<file path="src/hdl/pcsl_pkg.sv">
`default_nettype none
package pcsl_pkg;

  // Channel count limit; counts written above it saturate here.
  localparam logic [2:0] MAX_CHANNELS = 3'd4;

  // Q16 luminance weights.
  localparam logic [15:0] LUMA_AVG_W = 16'd21845;
  localparam logic [15:0] LUMA_WR    = 16'd13933;
  localparam logic [15:0] LUMA_WG    = 16'd46871;
  localparam logic [15:0] LUMA_WB    = 16'd4732;

  // Configuration register indexes.
  localparam logic [2:0] CFG_SEL0    = 3'd0;
  localparam logic [2:0] CFG_SEL1    = 3'd1;
  localparam logic [2:0] CFG_SEL2    = 3'd2;
  localparam logic [2:0] CFG_SEL3    = 3'd3;
  localparam logic [2:0] CFG_OUT_CNT = 3'd4;
  localparam logic [2:0] CFG_IN_CNT  = 3'd5;
  localparam logic [2:0] CFG_DEPTH   = 3'd6;

  // Output channel source selector.
  typedef enum logic [2:0] {
    SEL_RED   = 3'd0,
    SEL_GREEN = 3'd1,
    SEL_BLUE  = 3'd2,
    SEL_ALPHA = 3'd3,
    SEL_ZERO  = 3'd4,
    SEL_ONE   = 3'd5,
    SEL_ALUMA = 3'd6,
    SEL_WLUMA = 3'd7
  } sel_t;

  // Sample depth mode; the unused code behaves as thirty-two bits.
  typedef enum logic [1:0] {
    DEPTH_8  = 2'd0,
    DEPTH_16 = 2'd1,
    DEPTH_32 = 2'd2
  } depth_t;

  // Configuration as seen by the pipeline, counts already saturated.
  typedef struct packed {
    sel_t [3:0] sel;
    logic [2:0] nout;
    logic [2:0] nin;
  } cfg_t;

  // Control that travels with each word down the pipeline.
  typedef struct packed {
    logic valid;
    logic last;
  } ctl_t;

endpackage
`default_nettype wire

</file>
<file path="src/hdl/pcsl_mask.sv">
`default_nettype none
module pcsl_mask #(
  parameter int SAMPLE_BITS = 32
) (
  input  wire logic                            clk,
  input  wire logic                            rst_n,
  input  wire pcsl_pkg::cfg_t                  cfg,
  input  wire logic [SAMPLE_BITS-1:0]          mask,
  input  wire pcsl_pkg::ctl_t                  in_ctl,
  input  wire logic [3:0][31:0]                in_px,
  output      pcsl_pkg::ctl_t                  px_ctl,
  output      logic [3:0][SAMPLE_BITS-1:0]     px
);
  import pcsl_pkg::*;

  ctl_t                        ctl_r;
  logic [3:0][SAMPLE_BITS-1:0] px_r;
  logic [3:0][SAMPLE_BITS-1:0] px_nxt;

  // Trim each sample to the depth and zero the channels the input lacks.
  always_comb begin
    for (int k = 0; k < 4; k++) begin
      if (3'(k) < cfg.nin) begin
        px_nxt[k] = in_px[k][SAMPLE_BITS-1:0] & mask;
      end else begin
        px_nxt[k] = '0;
      end
    end
  end

  // Stage one control register.
  always_ff @(posedge clk) begin
    if (!rst_n) begin
      ctl_r <= '0;
    end else begin
      ctl_r <= in_ctl;
    end
  end

  // Stage one samples.
  always_ff @(posedge clk) begin
    if (in_ctl.valid) begin
      px_r <= px_nxt;
    end
  end

  assign px_ctl = ctl_r;
  assign px     = px_r;

endmodule
`default_nettype wire

</file>
<file path="src/hdl/pcsl_luma.sv">
`default_nettype none
module pcsl_luma #(
  parameter int SAMPLE_BITS = 32
) (
  input  wire logic                            clk,
  input  wire logic                            rst_n,
  input  wire pcsl_pkg::ctl_t                  px_ctl,
  input  wire logic [3:0][SAMPLE_BITS-1:0]     px,
  output      pcsl_pkg::ctl_t                  lu_ctl,
  output      logic [3:0][SAMPLE_BITS-1:0]     lu_px,
  output      logic [SAMPLE_BITS-1:0]          avg,
  output      logic [SAMPLE_BITS-1:0]          wl
);
  import pcsl_pkg::*;

  localparam int SW = SAMPLE_BITS + 2;   // sum of three samples
  localparam int MW = SAMPLE_BITS + 16;  // sample times Q16 weight
  localparam int PW = SAMPLE_BITS + 18;  // widest product or sum

  // Stage two: channel sum and the three weighted products.
  ctl_t                        s2_ctl_r;
  logic [3:0][SAMPLE_BITS-1:0] s2_px_r;
  logic [SW-1:0]               sum_r;
  logic [SW-1:0]               sum_nxt;
  logic [MW-1:0]               pr_r;
  logic [MW-1:0]               pg_r;
  logic [MW-1:0]               pb_r;
  logic [MW-1:0]               pr_nxt;
  logic [MW-1:0]               pg_nxt;
  logic [MW-1:0]               pb_nxt;

  // Stage three: scaled average and weighted sum.
  ctl_t                        s3_ctl_r;
  logic [3:0][SAMPLE_BITS-1:0] s3_px_r;
  logic [SAMPLE_BITS-1:0]      avg_r;
  logic [SAMPLE_BITS-1:0]      wl_r;
  logic [PW-1:0]               pavg;
  logic [PW-1:0]               wsum;

  assign sum_nxt = SW'(px[0]) + SW'(px[1]) + SW'(px[2]);
  assign pr_nxt  = MW'(px[0]) * MW'(LUMA_WR);
  assign pg_nxt  = MW'(px[1]) * MW'(LUMA_WG);
  assign pb_nxt  = MW'(px[2]) * MW'(LUMA_WB);

  assign pavg = PW'(sum_r) * PW'(LUMA_AVG_W);
  assign wsum = PW'(pr_r) + PW'(pg_r) + PW'(pb_r);

  // Control registers of stages two and three.
  always_ff @(posedge clk) begin
    if (!rst_n) begin
      s2_ctl_r <= '0;
      s3_ctl_r <= '0;
    end else begin
      s2_ctl_r <= px_ctl;
      s3_ctl_r <= s2_ctl_r;
    end
  end

  // Stage two data.
  always_ff @(posedge clk) begin
    if (px_ctl.valid) begin
      s2_px_r <= px;
      sum_r   <= sum_nxt;
      pr_r    <= pr_nxt;
      pg_r    <= pg_nxt;
      pb_r    <= pb_nxt;
    end
  end

  // Stage three data; drop the Q16 fraction.
  always_ff @(posedge clk) begin
    if (s2_ctl_r.valid) begin
      s3_px_r <= s2_px_r;
      avg_r   <= pavg[SAMPLE_BITS+15:16];
      wl_r    <= wsum[SAMPLE_BITS+15:16];
    end
  end

  assign lu_ctl = s3_ctl_r;
  assign lu_px  = s3_px_r;
  assign avg    = avg_r;
  assign wl     = wl_r;

endmodule
`default_nettype wire

</file>
<file path="src/hdl/pcsl_mux.sv">
`default_nettype none
module pcsl_mux #(
  parameter int SAMPLE_BITS = 32
) (
  input  wire logic                            clk,
  input  wire logic                            rst_n,
  input  wire pcsl_pkg::cfg_t                  cfg,
  input  wire logic [SAMPLE_BITS-1:0]          mask,
  input  wire pcsl_pkg::ctl_t                  lu_ctl,
  input  wire logic [3:0][SAMPLE_BITS-1:0]     lu_px,
  input  wire logic [SAMPLE_BITS-1:0]          avg,
  input  wire logic [SAMPLE_BITS-1:0]          wl,
  output      pcsl_pkg::ctl_t                  out_ctl,
  output      logic [3:0][31:0]                out_ch
);
  import pcsl_pkg::*;

  ctl_t                        ctl_r;
  logic [3:0][31:0]            ch_r;
  logic [3:0][31:0]            ch_nxt;
  logic [3:0][SAMPLE_BITS-1:0] val;

  // Pick each output channel's source, then trim and blank unused channels.
  always_comb begin
    for (int k = 0; k < 4; k++) begin
      case (cfg.sel[k])
        SEL_RED:   val[k] = lu_px[0];
        SEL_GREEN: val[k] = lu_px[1];
        SEL_BLUE:  val[k] = lu_px[2];
        SEL_ALPHA: val[k] = lu_px[3];
        SEL_ZERO:  val[k] = '0;
        SEL_ONE:   val[k] = mask;
        SEL_ALUMA: val[k] = avg;
        SEL_WLUMA: val[k] = wl;
        default:   val[k] = '0;
      endcase
      if (3'(k) < cfg.nout) begin
        ch_nxt[k] = 32'(val[k] & mask);
      end else begin
        ch_nxt[k] = '0;
      end
    end
  end

  // Output stage control.
  always_ff @(posedge clk) begin
    if (!rst_n) begin
      ctl_r <= '0;
    end else begin
      ctl_r <= lu_ctl;
    end
  end

  // Output stage data.
  always_ff @(posedge clk) begin
    if (lu_ctl.valid) begin
      ch_r <= ch_nxt;
    end
  end

  assign out_ctl = ctl_r;
  assign out_ch  = ch_r;

endmodule
`default_nettype wire

</file>
<file path="src/hdl/pixel_channel_swizzle_luma_top.sv">
`default_nettype none
// Channel   Ports                                        Handshake
// input     start, busy, in_red..in_alpha, in_last       start & !busy
// result    out_valid, out_res_ch0..3, out_res_last      out_valid, one cycle
// config    cfg_valid, cfg_ready, cfg_index, cfg_data    cfg_valid & cfg_ready
//
// Four register stages: mask, luma products, luma sums, output select.
// A pixel word can be started every cycle; its result word passes through the input
// register, the two multiply stages and the output register.
// busy is always low and cfg_ready always high.
// Synchronous active-low reset loads the default configuration and clears all valid bits.
// The receiver cannot stall; each result word is held for one cycle only.
module pixel_channel_swizzle_luma_top #(
  parameter int SAMPLE_BITS = 32
) (
  input  wire logic        clk,
  input  wire logic        rst_n,
  input  wire logic        start,
  output      logic        busy,
  input  wire logic [31:0] in_red,
  input  wire logic [31:0] in_green,
  input  wire logic [31:0] in_blue,
  input  wire logic [31:0] in_alpha,
  input  wire logic        in_last,
  output      logic        out_valid,
  output      logic [31:0] out_res_ch0,
  output      logic [31:0] out_res_ch1,
  output      logic [31:0] out_res_ch2,
  output      logic [31:0] out_res_ch3,
  output      logic        out_res_last,
  input  wire logic        cfg_valid,
  output      logic        cfg_ready,
  input  wire logic [2:0]  cfg_index,
  input  wire logic [31:0] cfg_data
);
  import pcsl_pkg::*;

  localparam int W16 = (SAMPLE_BITS < 16) ? SAMPLE_BITS : 16;
  localparam logic [SAMPLE_BITS-1:0] MASK8  = {SAMPLE_BITS{1'b1}} >> (SAMPLE_BITS - 8);
  localparam logic [SAMPLE_BITS-1:0] MASK16 = {SAMPLE_BITS{1'b1}} >> (SAMPLE_BITS - W16);
  localparam logic [SAMPLE_BITS-1:0] MASKF  = {SAMPLE_BITS{1'b1}};

  sel_t [3:0]             sel_r;
  logic [2:0]             out_cnt_r;
  logic [2:0]             in_cnt_r;
  depth_t                 depth_r;
  cfg_t                   cfg;
  logic [SAMPLE_BITS-1:0] mask;

  ctl_t                        in_ctl;
  ctl_t                        px_ctl;
  ctl_t                        lu_ctl;
  ctl_t                        out_ctl;
  logic [3:0][31:0]            in_px;
  logic [3:0][SAMPLE_BITS-1:0] px;
  logic [3:0][SAMPLE_BITS-1:0] lu_px;
  logic [SAMPLE_BITS-1:0]      avg;
  logic [SAMPLE_BITS-1:0]      wl;
  logic [3:0][31:0]            out_ch;

  assign busy      = 1'b0;
  assign cfg_ready = 1'b1;

  // Configuration registers.
  always_ff @(posedge clk) begin
    if (!rst_n) begin
      sel_r[0]  <= SEL_RED;
      sel_r[1]  <= SEL_GREEN;
      sel_r[2]  <= SEL_BLUE;
      sel_r[3]  <= SEL_ALPHA;
      out_cnt_r <= 3'd4;
      in_cnt_r  <= 3'd4;
      depth_r   <= DEPTH_8;
    end else if (cfg_valid && cfg_ready) begin
      case (cfg_index)
        CFG_SEL0:    sel_r[0]  <= sel_t'(cfg_data[2:0]);
        CFG_SEL1:    sel_r[1]  <= sel_t'(cfg_data[2:0]);
        CFG_SEL2:    sel_r[2]  <= sel_t'(cfg_data[2:0]);
        CFG_SEL3:    sel_r[3]  <= sel_t'(cfg_data[2:0]);
        CFG_OUT_CNT: out_cnt_r <= cfg_data[2:0];
        CFG_IN_CNT:  in_cnt_r  <= cfg_data[2:0];
        CFG_DEPTH:   depth_r   <= depth_t'(cfg_data[1:0]);
        default:     ;
      endcase
    end
  end

  // Saturated counts and the sample mask for the current depth.
  always_comb begin
    cfg.sel  = sel_r;
    cfg.nout = (out_cnt_r > MAX_CHANNELS) ? MAX_CHANNELS : out_cnt_r;
    cfg.nin  = (in_cnt_r > MAX_CHANNELS) ? MAX_CHANNELS : in_cnt_r;
    case (depth_r)
      DEPTH_8:  mask = MASK8;
      DEPTH_16: mask = MASK16;
      DEPTH_32: mask = MASKF;
      default:  mask = MASKF;
    endcase
  end

  assign in_ctl.valid = start && !busy;
  assign in_ctl.last  = in_last;
  assign in_px[0]     = in_red;
  assign in_px[1]     = in_green;
  assign in_px[2]     = in_blue;
  assign in_px[3]     = in_alpha;

  pcsl_mask #(.SAMPLE_BITS(SAMPLE_BITS)) u_mask (
    .clk    (clk),
    .rst_n  (rst_n),
    .cfg    (cfg),
    .mask   (mask),
    .in_ctl (in_ctl),
    .in_px  (in_px),
    .px_ctl (px_ctl),
    .px     (px)
  );

  pcsl_luma #(.SAMPLE_BITS(SAMPLE_BITS)) u_luma (
    .clk    (clk),
    .rst_n  (rst_n),
    .px_ctl (px_ctl),
    .px     (px),
    .lu_ctl (lu_ctl),
    .lu_px  (lu_px),
    .avg    (avg),
    .wl     (wl)
  );

  pcsl_mux #(.SAMPLE_BITS(SAMPLE_BITS)) u_mux (
    .clk     (clk),
    .rst_n   (rst_n),
    .cfg     (cfg),
    .mask    (mask),
    .lu_ctl  (lu_ctl),
    .lu_px   (lu_px),
    .avg     (avg),
    .wl      (wl),
    .out_ctl (out_ctl),
    .out_ch  (out_ch)
  );

  assign out_valid    = out_ctl.valid;
  assign out_res_last = out_ctl.last;
  assign out_res_ch0  = out_ch[0];
  assign out_res_ch1  = out_ch[1];
  assign out_res_ch2  = out_ch[2];
  assign out_res_ch3  = out_ch[3];

endmodule
`default_nettype wire
</file>
<file path="config.mk">
export PLATFORM = sky130hd
export DESIGN_NAME = pixel_channel_swizzle_luma_top
export DESIGN_NICKNAME = d
export VERILOG_FILES = /design/src/hdl/pcsl_pkg.sv /design/src/hdl/pcsl_mask.sv /design/src/hdl/pcsl_luma.sv /design/src/hdl/pcsl_mux.sv /design/src/hdl/pixel_channel_swizzle_luma_top.sv
export SDC_FILE = /design/constraint.sdc
export NUM_CORES = 2
export LEC_CHECK = 0
export BUFFER_PORTS_ARGS = -buffer_cell sky130_fd_sc_hd__buf_2
export CAP_MARGIN = 20
export CELL_PAD_IN_SITES_DETAIL_PLACEMENT = 1
export CELL_PAD_IN_SITES_GLOBAL_PLACEMENT = 1
export CORE_ASPECT_RATIO = 1.5
export CORE_MARGIN = 2
export CORE_UTILIZATION = 47
export CTS_BUF_LIST = sky130_fd_sc_hd__clkbuf_4 sky130_fd_sc_hd__clkbuf_8 sky130_fd_sc_hd__clkbuf_16
export CTS_CLUSTER_DIAMETER = 30
export DETAILED_ROUTE_END_ITERATION = 16
export HOLD_SLACK_MARGIN = 0.05
export PLACE_DENSITY = 0.83
export SETUP_SLACK_MARGIN = 0.3
export SKIP_LAST_GASP = 1
export SLEW_MARGIN = 20
export SYNTH_ARGS = -nofsm -noshare
export SYNTH_HDL_FRONTEND = slang
export SYNTH_HIERARCHICAL = 1
export SYNTH_SLANG_ARGS = --single-unit
</file>
<file path="constraint.sdc">
create_clock -name clk -period 6.8 [get_ports clk]
set_input_delay 1.36 -clock clk [delete_from_list [all_inputs] [get_ports clk]]
set_output_delay 1.36 -clock clk [all_outputs]
set_load 0.02 [all_outputs]
</file>
======== Word-level counts from Yosys, hierarchy flattened ========
Cells that the tools add are included.
storage, ports and cells
  flip-flop bits (word level) ............. 775
  output and inout port bits .............. 132
  logic and storage cells ................. 118
operators by class
  add/sub/neg operators ................... 4
  $mul .................................... 4
  magnitude comparators ................... 10
  equal/unequal tests ..................... 35
  muxes and demuxes ....................... 7
  bitwise gates (word level) .............. 8
  reduce and logical (&&, ||, !) cells .... 13
operators with widths
  operator                                                                      count
  32-bit case mux with 8 select lines                                           4
  32-bit bitwise AND                                                            8
  32-bit case mux with 2 select lines                                           1
  3-bit equality test (second input constant)                                   19
  46-bit by 48-bit adder with 48-bit output                                     1
  48-bit by 45-bit adder with 48-bit output                                     1
  32-bit by 16-bit multiplier with 48-bit output (second input constant)        1
  34-bit by 15-bit multiplier with 48-bit output (second input constant)        1
  32-bit by 14-bit multiplier with 46-bit output (second input constant)        1
  32-bit by 11-bit multiplier with 43-bit output (second input constant)        1
  34-bit by 32-bit adder with 34-bit output                                     1
  32-bit by 32-bit adder with 33-bit output                                     1
  3-bit by 2-bit equality test with 1-bit output (second input constant)        10
  3-bit by 1-bit equality test with 1-bit output (second input constant)        5
  3-bit zero test                                                               5
  2-bit AND reduction                                                           7
  1-bit by 3-bit less-than comparator with 1-bit output (first input constant)  4
  2-bit by 3-bit less-than comparator with 1-bit output (first input constant)  4
  3-bit greater-than comparator (second input constant)                         2
  3-bit two-way mux                                                             2
  2-bit by 1-bit equality test with 1-bit output (second input constant)        1
  2-bit zero test                                                               1

======== Depth between registers and ports, before layout ========
  depth after elaboration ................. 4
  gate-level depth with buffers ........... 24
  mapped depth without buffers ............ 23

======== Cells and area by module ========
Netlist, hierarchy kept.
by module, submodules not included
  module                          instances  cells an instance  area each (um2)
  pcsl_luma                       1          4756               54204.5
  pcsl_mux                        1          1186               11145.7
  pcsl_mask                       1          275                4795.8
  pixel_channel_swizzle_luma_top  1          87                 894.6

======== Least setup slack after synthesis ========
OpenSTA, ideal clock, no wires.
  path type ............................... reg-to-reg
  start ................................... register u_mask.ctl_r, in the netlist u_mask/px_ctl[1]
  end ..................................... register u_luma.pb_r[10] (enable)
  library setup time ...................... 0.686 ns
  arrival ................................. 6.751 ns
  required time ........................... 6.114 ns
  setup slack ............................. -0.637 ns
  cell stages (with the launch flop) ...... 1
  path buffers ............................ 0
  period minus slack after synthesis ...... 7.437 ns
  path through ............................ dfxtp_1
RTL lines
  element                 RTL line         source
  start, declared         pcsl_mask.sv:16  ctl_t ctl_r;
  start signal, assigned  pcsl_mask.sv:36  ctl_r <= in_ctl;
  end signal, assigned    pcsl_luma.sv:66  pb_r <= pb_nxt;
  end, declared           pcsl_luma.sv:27  logic [MW-1:0] pb_r;
No word-level cell between the ends.

======== Final worst setup path ========
  start ................................... register u_mask.px_r, in the netlist u_mask/px[11]
  end ..................................... register u_luma.pr_r[44] (data pin)
on the way
  longest elaborated chain between the ends .. 1
ends and longest elaborated chain
  element                                         RTL line         source
  start, declared                                 pcsl_mask.sv:17  logic [3:0][SAMPLE_BITS-1:0] px_r;
  start signal, assigned                          pcsl_mask.sv:43  px_r <= px_nxt;
  32-bit by 14-bit multiplier with 46-bit output  pcsl_luma.sv:41  assign pr_nxt = MW'(px[0]) * MW'(LUMA_WR);
  named net u_luma.pr_nxt[44]                     pcsl_luma.sv:28  logic [MW-1:0] pr_nxt;
  end signal, assigned                            pcsl_luma.sv:64  pr_r <= pr_nxt;
  end, declared                                   pcsl_luma.sv:25  logic [MW-1:0] pr_r;
The timed path passes the listed nets, and every way through them passes these cells.
A chain may end at the register's enable or synchronous reset.

==> metrics.txt <==
Layout Cells excl Fill 8809; Post-DRT Antenna Nets 0; initial core utilization 47.4%; largest net degree at the start of global routing 166; vias in the first global route 60000; Post-synth EDFFs 743; Worst-Skew Late Latency 840 ps; met2 Usage GRT 58.8%; cts bufs inserted 119; Hold Vio Cnt, Final 0; Reg2Reg Depth 21; global-route wire length before repair 385000 µm; Max clock buf depth 3; htree depth 3; Post-Syn Area 71000 µm²; hold-fix buffers at CTS 0; Boundary Pins 300; Worst setup EP type flip-flop; drt drc 0; Worst Hold End u_luma/lu_px[50]; initial DRC count 4998; area grow syn2layout 13.0%; IO buf count 268; Global Route Usage Sum 34.2%; routability cong. 0.996; top cells by area, synth edfxtp_1 31%, fa_1 21%, ha_1 14%; # rows 174; clock sinks 771; final-report max-slew violation count 0; r2r setup slk 310 ps; met3 Usage GRT 6.58%; Arr. time, crit path 7040 ps; final net count 8478; vias after detailed routing 54000; fmax 154 MHz; slew at the pin with the worst max-slew slack 1200 ps; post-synthesis sequential area ratio 32.2%; Finish-stage setup viols 0; source of the worst hold timing path u_luma/s2_px_r[50]; asr flop ratio synth 0%; RSZ-0062 raised after global routing yes; Die Y 480 µm; ys flop type edfxtp_1; Worst-path clk slew 60 ps; CTS tree yes; Worst EP required 7350 ps; maxcap violations 0; crit-path max FO 6; reg2reg start u_mask/px[11]; core area 150000 µm²; crit path kind flip-flop to flip-flop; dpl cells 8522; synthesized flop and latch total 771; Distinct cells, synth 96; met1 GRT Util 35.2%; area share of the largest cell type after synthesis 31.4%; Mean Syn Cell Area 11.3 µm²; WL/cell 30.2 µm; busiest grt layer met2; reg2reg end u_luma/pr_r[44]; drt via density 6.13; Slew headroom 20.2%; CP Launch Type flip-flop; share of layout cells above drive strength 1 11.8%; outcome complete, no violations; largest area contributor in the synthesized netlist edfxtp_1; clk_skew 113 ps; fin crit share 95.4%; gr ovfl total 0; DR pass1 iterations 8; post-route setup TNS 0 ps; Min-Delay Path Depth 0; final WL 266000 µm; CTS root buffer clkbuf_16; Synth Warn # 6; Final Critical Period 6490 ps; area of the die 154000 µm²; hpwl dp 206000 µm; Synth Instances 6304; Die Wd 321 µm; HP Class flip-flop to flip-flop; initial antenna violation count 17
## cell usage in the layout (no fill, tap or decap), drive strengths merged, types with 24 or more instances in the layout
master	Yosys	final
and3	169	169
nand2b	153	153
o21a	24	24
a31oi	75	75
a22o	58	58
conb	2	66
o221ai	49	49
o21bai	33	33
clkinv	2	43
inv	1120	1159
o2111a	57	57
and2	46	46
nor2	145	145
a21oi	276	276
o21ai	185	185
nor2b	62	62
nand4	35	35
nand2	196	196
fa	739	739
a21o	159	159
buf	88	455
a32oi	70	70
ha	817	817
a22oi	56	56
mux2i	72	72
dfxtp	28	28
xnor2	188	188
xor2	123	123
a41oi	36	36
edfxtp	743	743
a211oi	24	24
o211ai	86	86
clkbuf	102	124
nand3	84	84
## routing by layer
layer,wire length (µm),up-vias
met5,51,-
met4,29400,8
met3,18900,1055
met2,130000,2743
met1,87200,27300
li1,-,22900
## area by class of cell
cell class,count,area (µm²)
inverter,1122,4210
timing repair buffer,455,2790
fill,15800,69700
sequential,771,22900
multi-input combinational,4285,43600
clock buffer,124,3020
clock inverter,104,1260
antenna,12,30.0
tap,1936,2420
## worst max-delay path, stage by stage (launching register included)
cell       delay (ps)
edfxtp_1          460
buf_6             210
ha_1              270
xor2_2            220
ha_1              330
fa_1              590
fa_1              510
fa_1              520
inv_1              50
fa_1              480
inv_1              40
ha_1              350
nand3_1           120
nor2_1            110
a2111oi_1         510
and3_1            250
o2111ai_1         200
a41o_1            290
and3_1            200
o221ai_1          270
nand3_1           150
o311ai_1          150
## how the worst max path moves through the flow
stage                          from               to  slack, ps  depth (start not counted)
finish                u_mask/px[11]  u_luma/pr_r[44]        310                         21
detailed placement  u_luma/sum_r[8]   u_luma/avg[31]        150                         22
global placement      u_mask/px[42]  u_luma/pg_r[44]        450                         21
global route        u_luma/sum_r[8]   u_luma/avg[29]         70                         23
floorplan             u_mask/px[46]  u_luma/pg_r[42]        990                         21
CTS                   u_mask/px[40]  u_luma/pg_r[47]        300                         21
## registers in the layout, indices dropped and copies added (netlist names), 12 cells and up
signal,flops
u_luma/sum_r,34
u_luma/s2_px_r,128
cfg,12
u_luma/avg,32
u_luma/wl,32
u_luma/lu_px,128
u_mux/out_ch,128
u_luma/pr_r,44
u_luma/pg_r,47
u_luma/pb_r,42
u_mask/px,128
## Yosys cell counts (35+ instances only)
cell type,instances
and2_1,44
buf_2,58
xor2_1,123
o221ai_1,49
nand2_1,196
a21o_1,155
a22o_1,58
mux2i_1,72
o2111a_1,57
clkbuf_1,100
ha_1,817
o21ai_0,170
nand4_1,35
a41oi_1,35
a22oi_1,56
nor2_1,143
inv_1,1118
fa_1,739
a21oi_1,275
o211ai_1,86
nand2b_1,153
xnor2_1,188
and3_1,164
a31oi_1,74
edfxtp_1,743
a32oi_1,70
nor2b_1,62
nand3_1,83
## stage by stage
stage / cell area [µm²] / util (%) / hold slack, ps / setup slack, ps
finish: 80300 / 53.5 / 367 / 310
global route: 80200 / 53.5 / 372 / 72.6
CTS: 79700 / 53.1 / 361 / 301
detailed placement: 75300 / 50.2 / 406 / 147
global placement: 75300 / 50.2 / 404 / 453
floorplan: 71300 / - / 400 / 987
## logic make-up (layout without fill, tap and decap cells)
kind of cell	Yosys count	in the layout	synth area share (%)
other	2	78	0.0106
multiplexers	87	87	1.25
XOR/XNOR	311	311	3.83
adder cells (fa/ha/maj)	1563	1563	35.3
flip-flops	771	771	32.2
AO/OA/AOI/OAI	1290	1290	12.9
buffers and inverters	1312	1805	7.19
AND/OR/NAND/NOR	968	968	7.31
## repair_timing
item | 4_1_cts | 5_1_grt
pin swaps | 1 | 8
gates cloned | 0 | 0
endpoints found under the setup margin | 6 | 34
resized for setup | 5 | 49
buffers inserted | 6 | 41
Power is not shown: default switching activity piles up to over one toggle a cycle in this logic, so the estimate is an artifact.
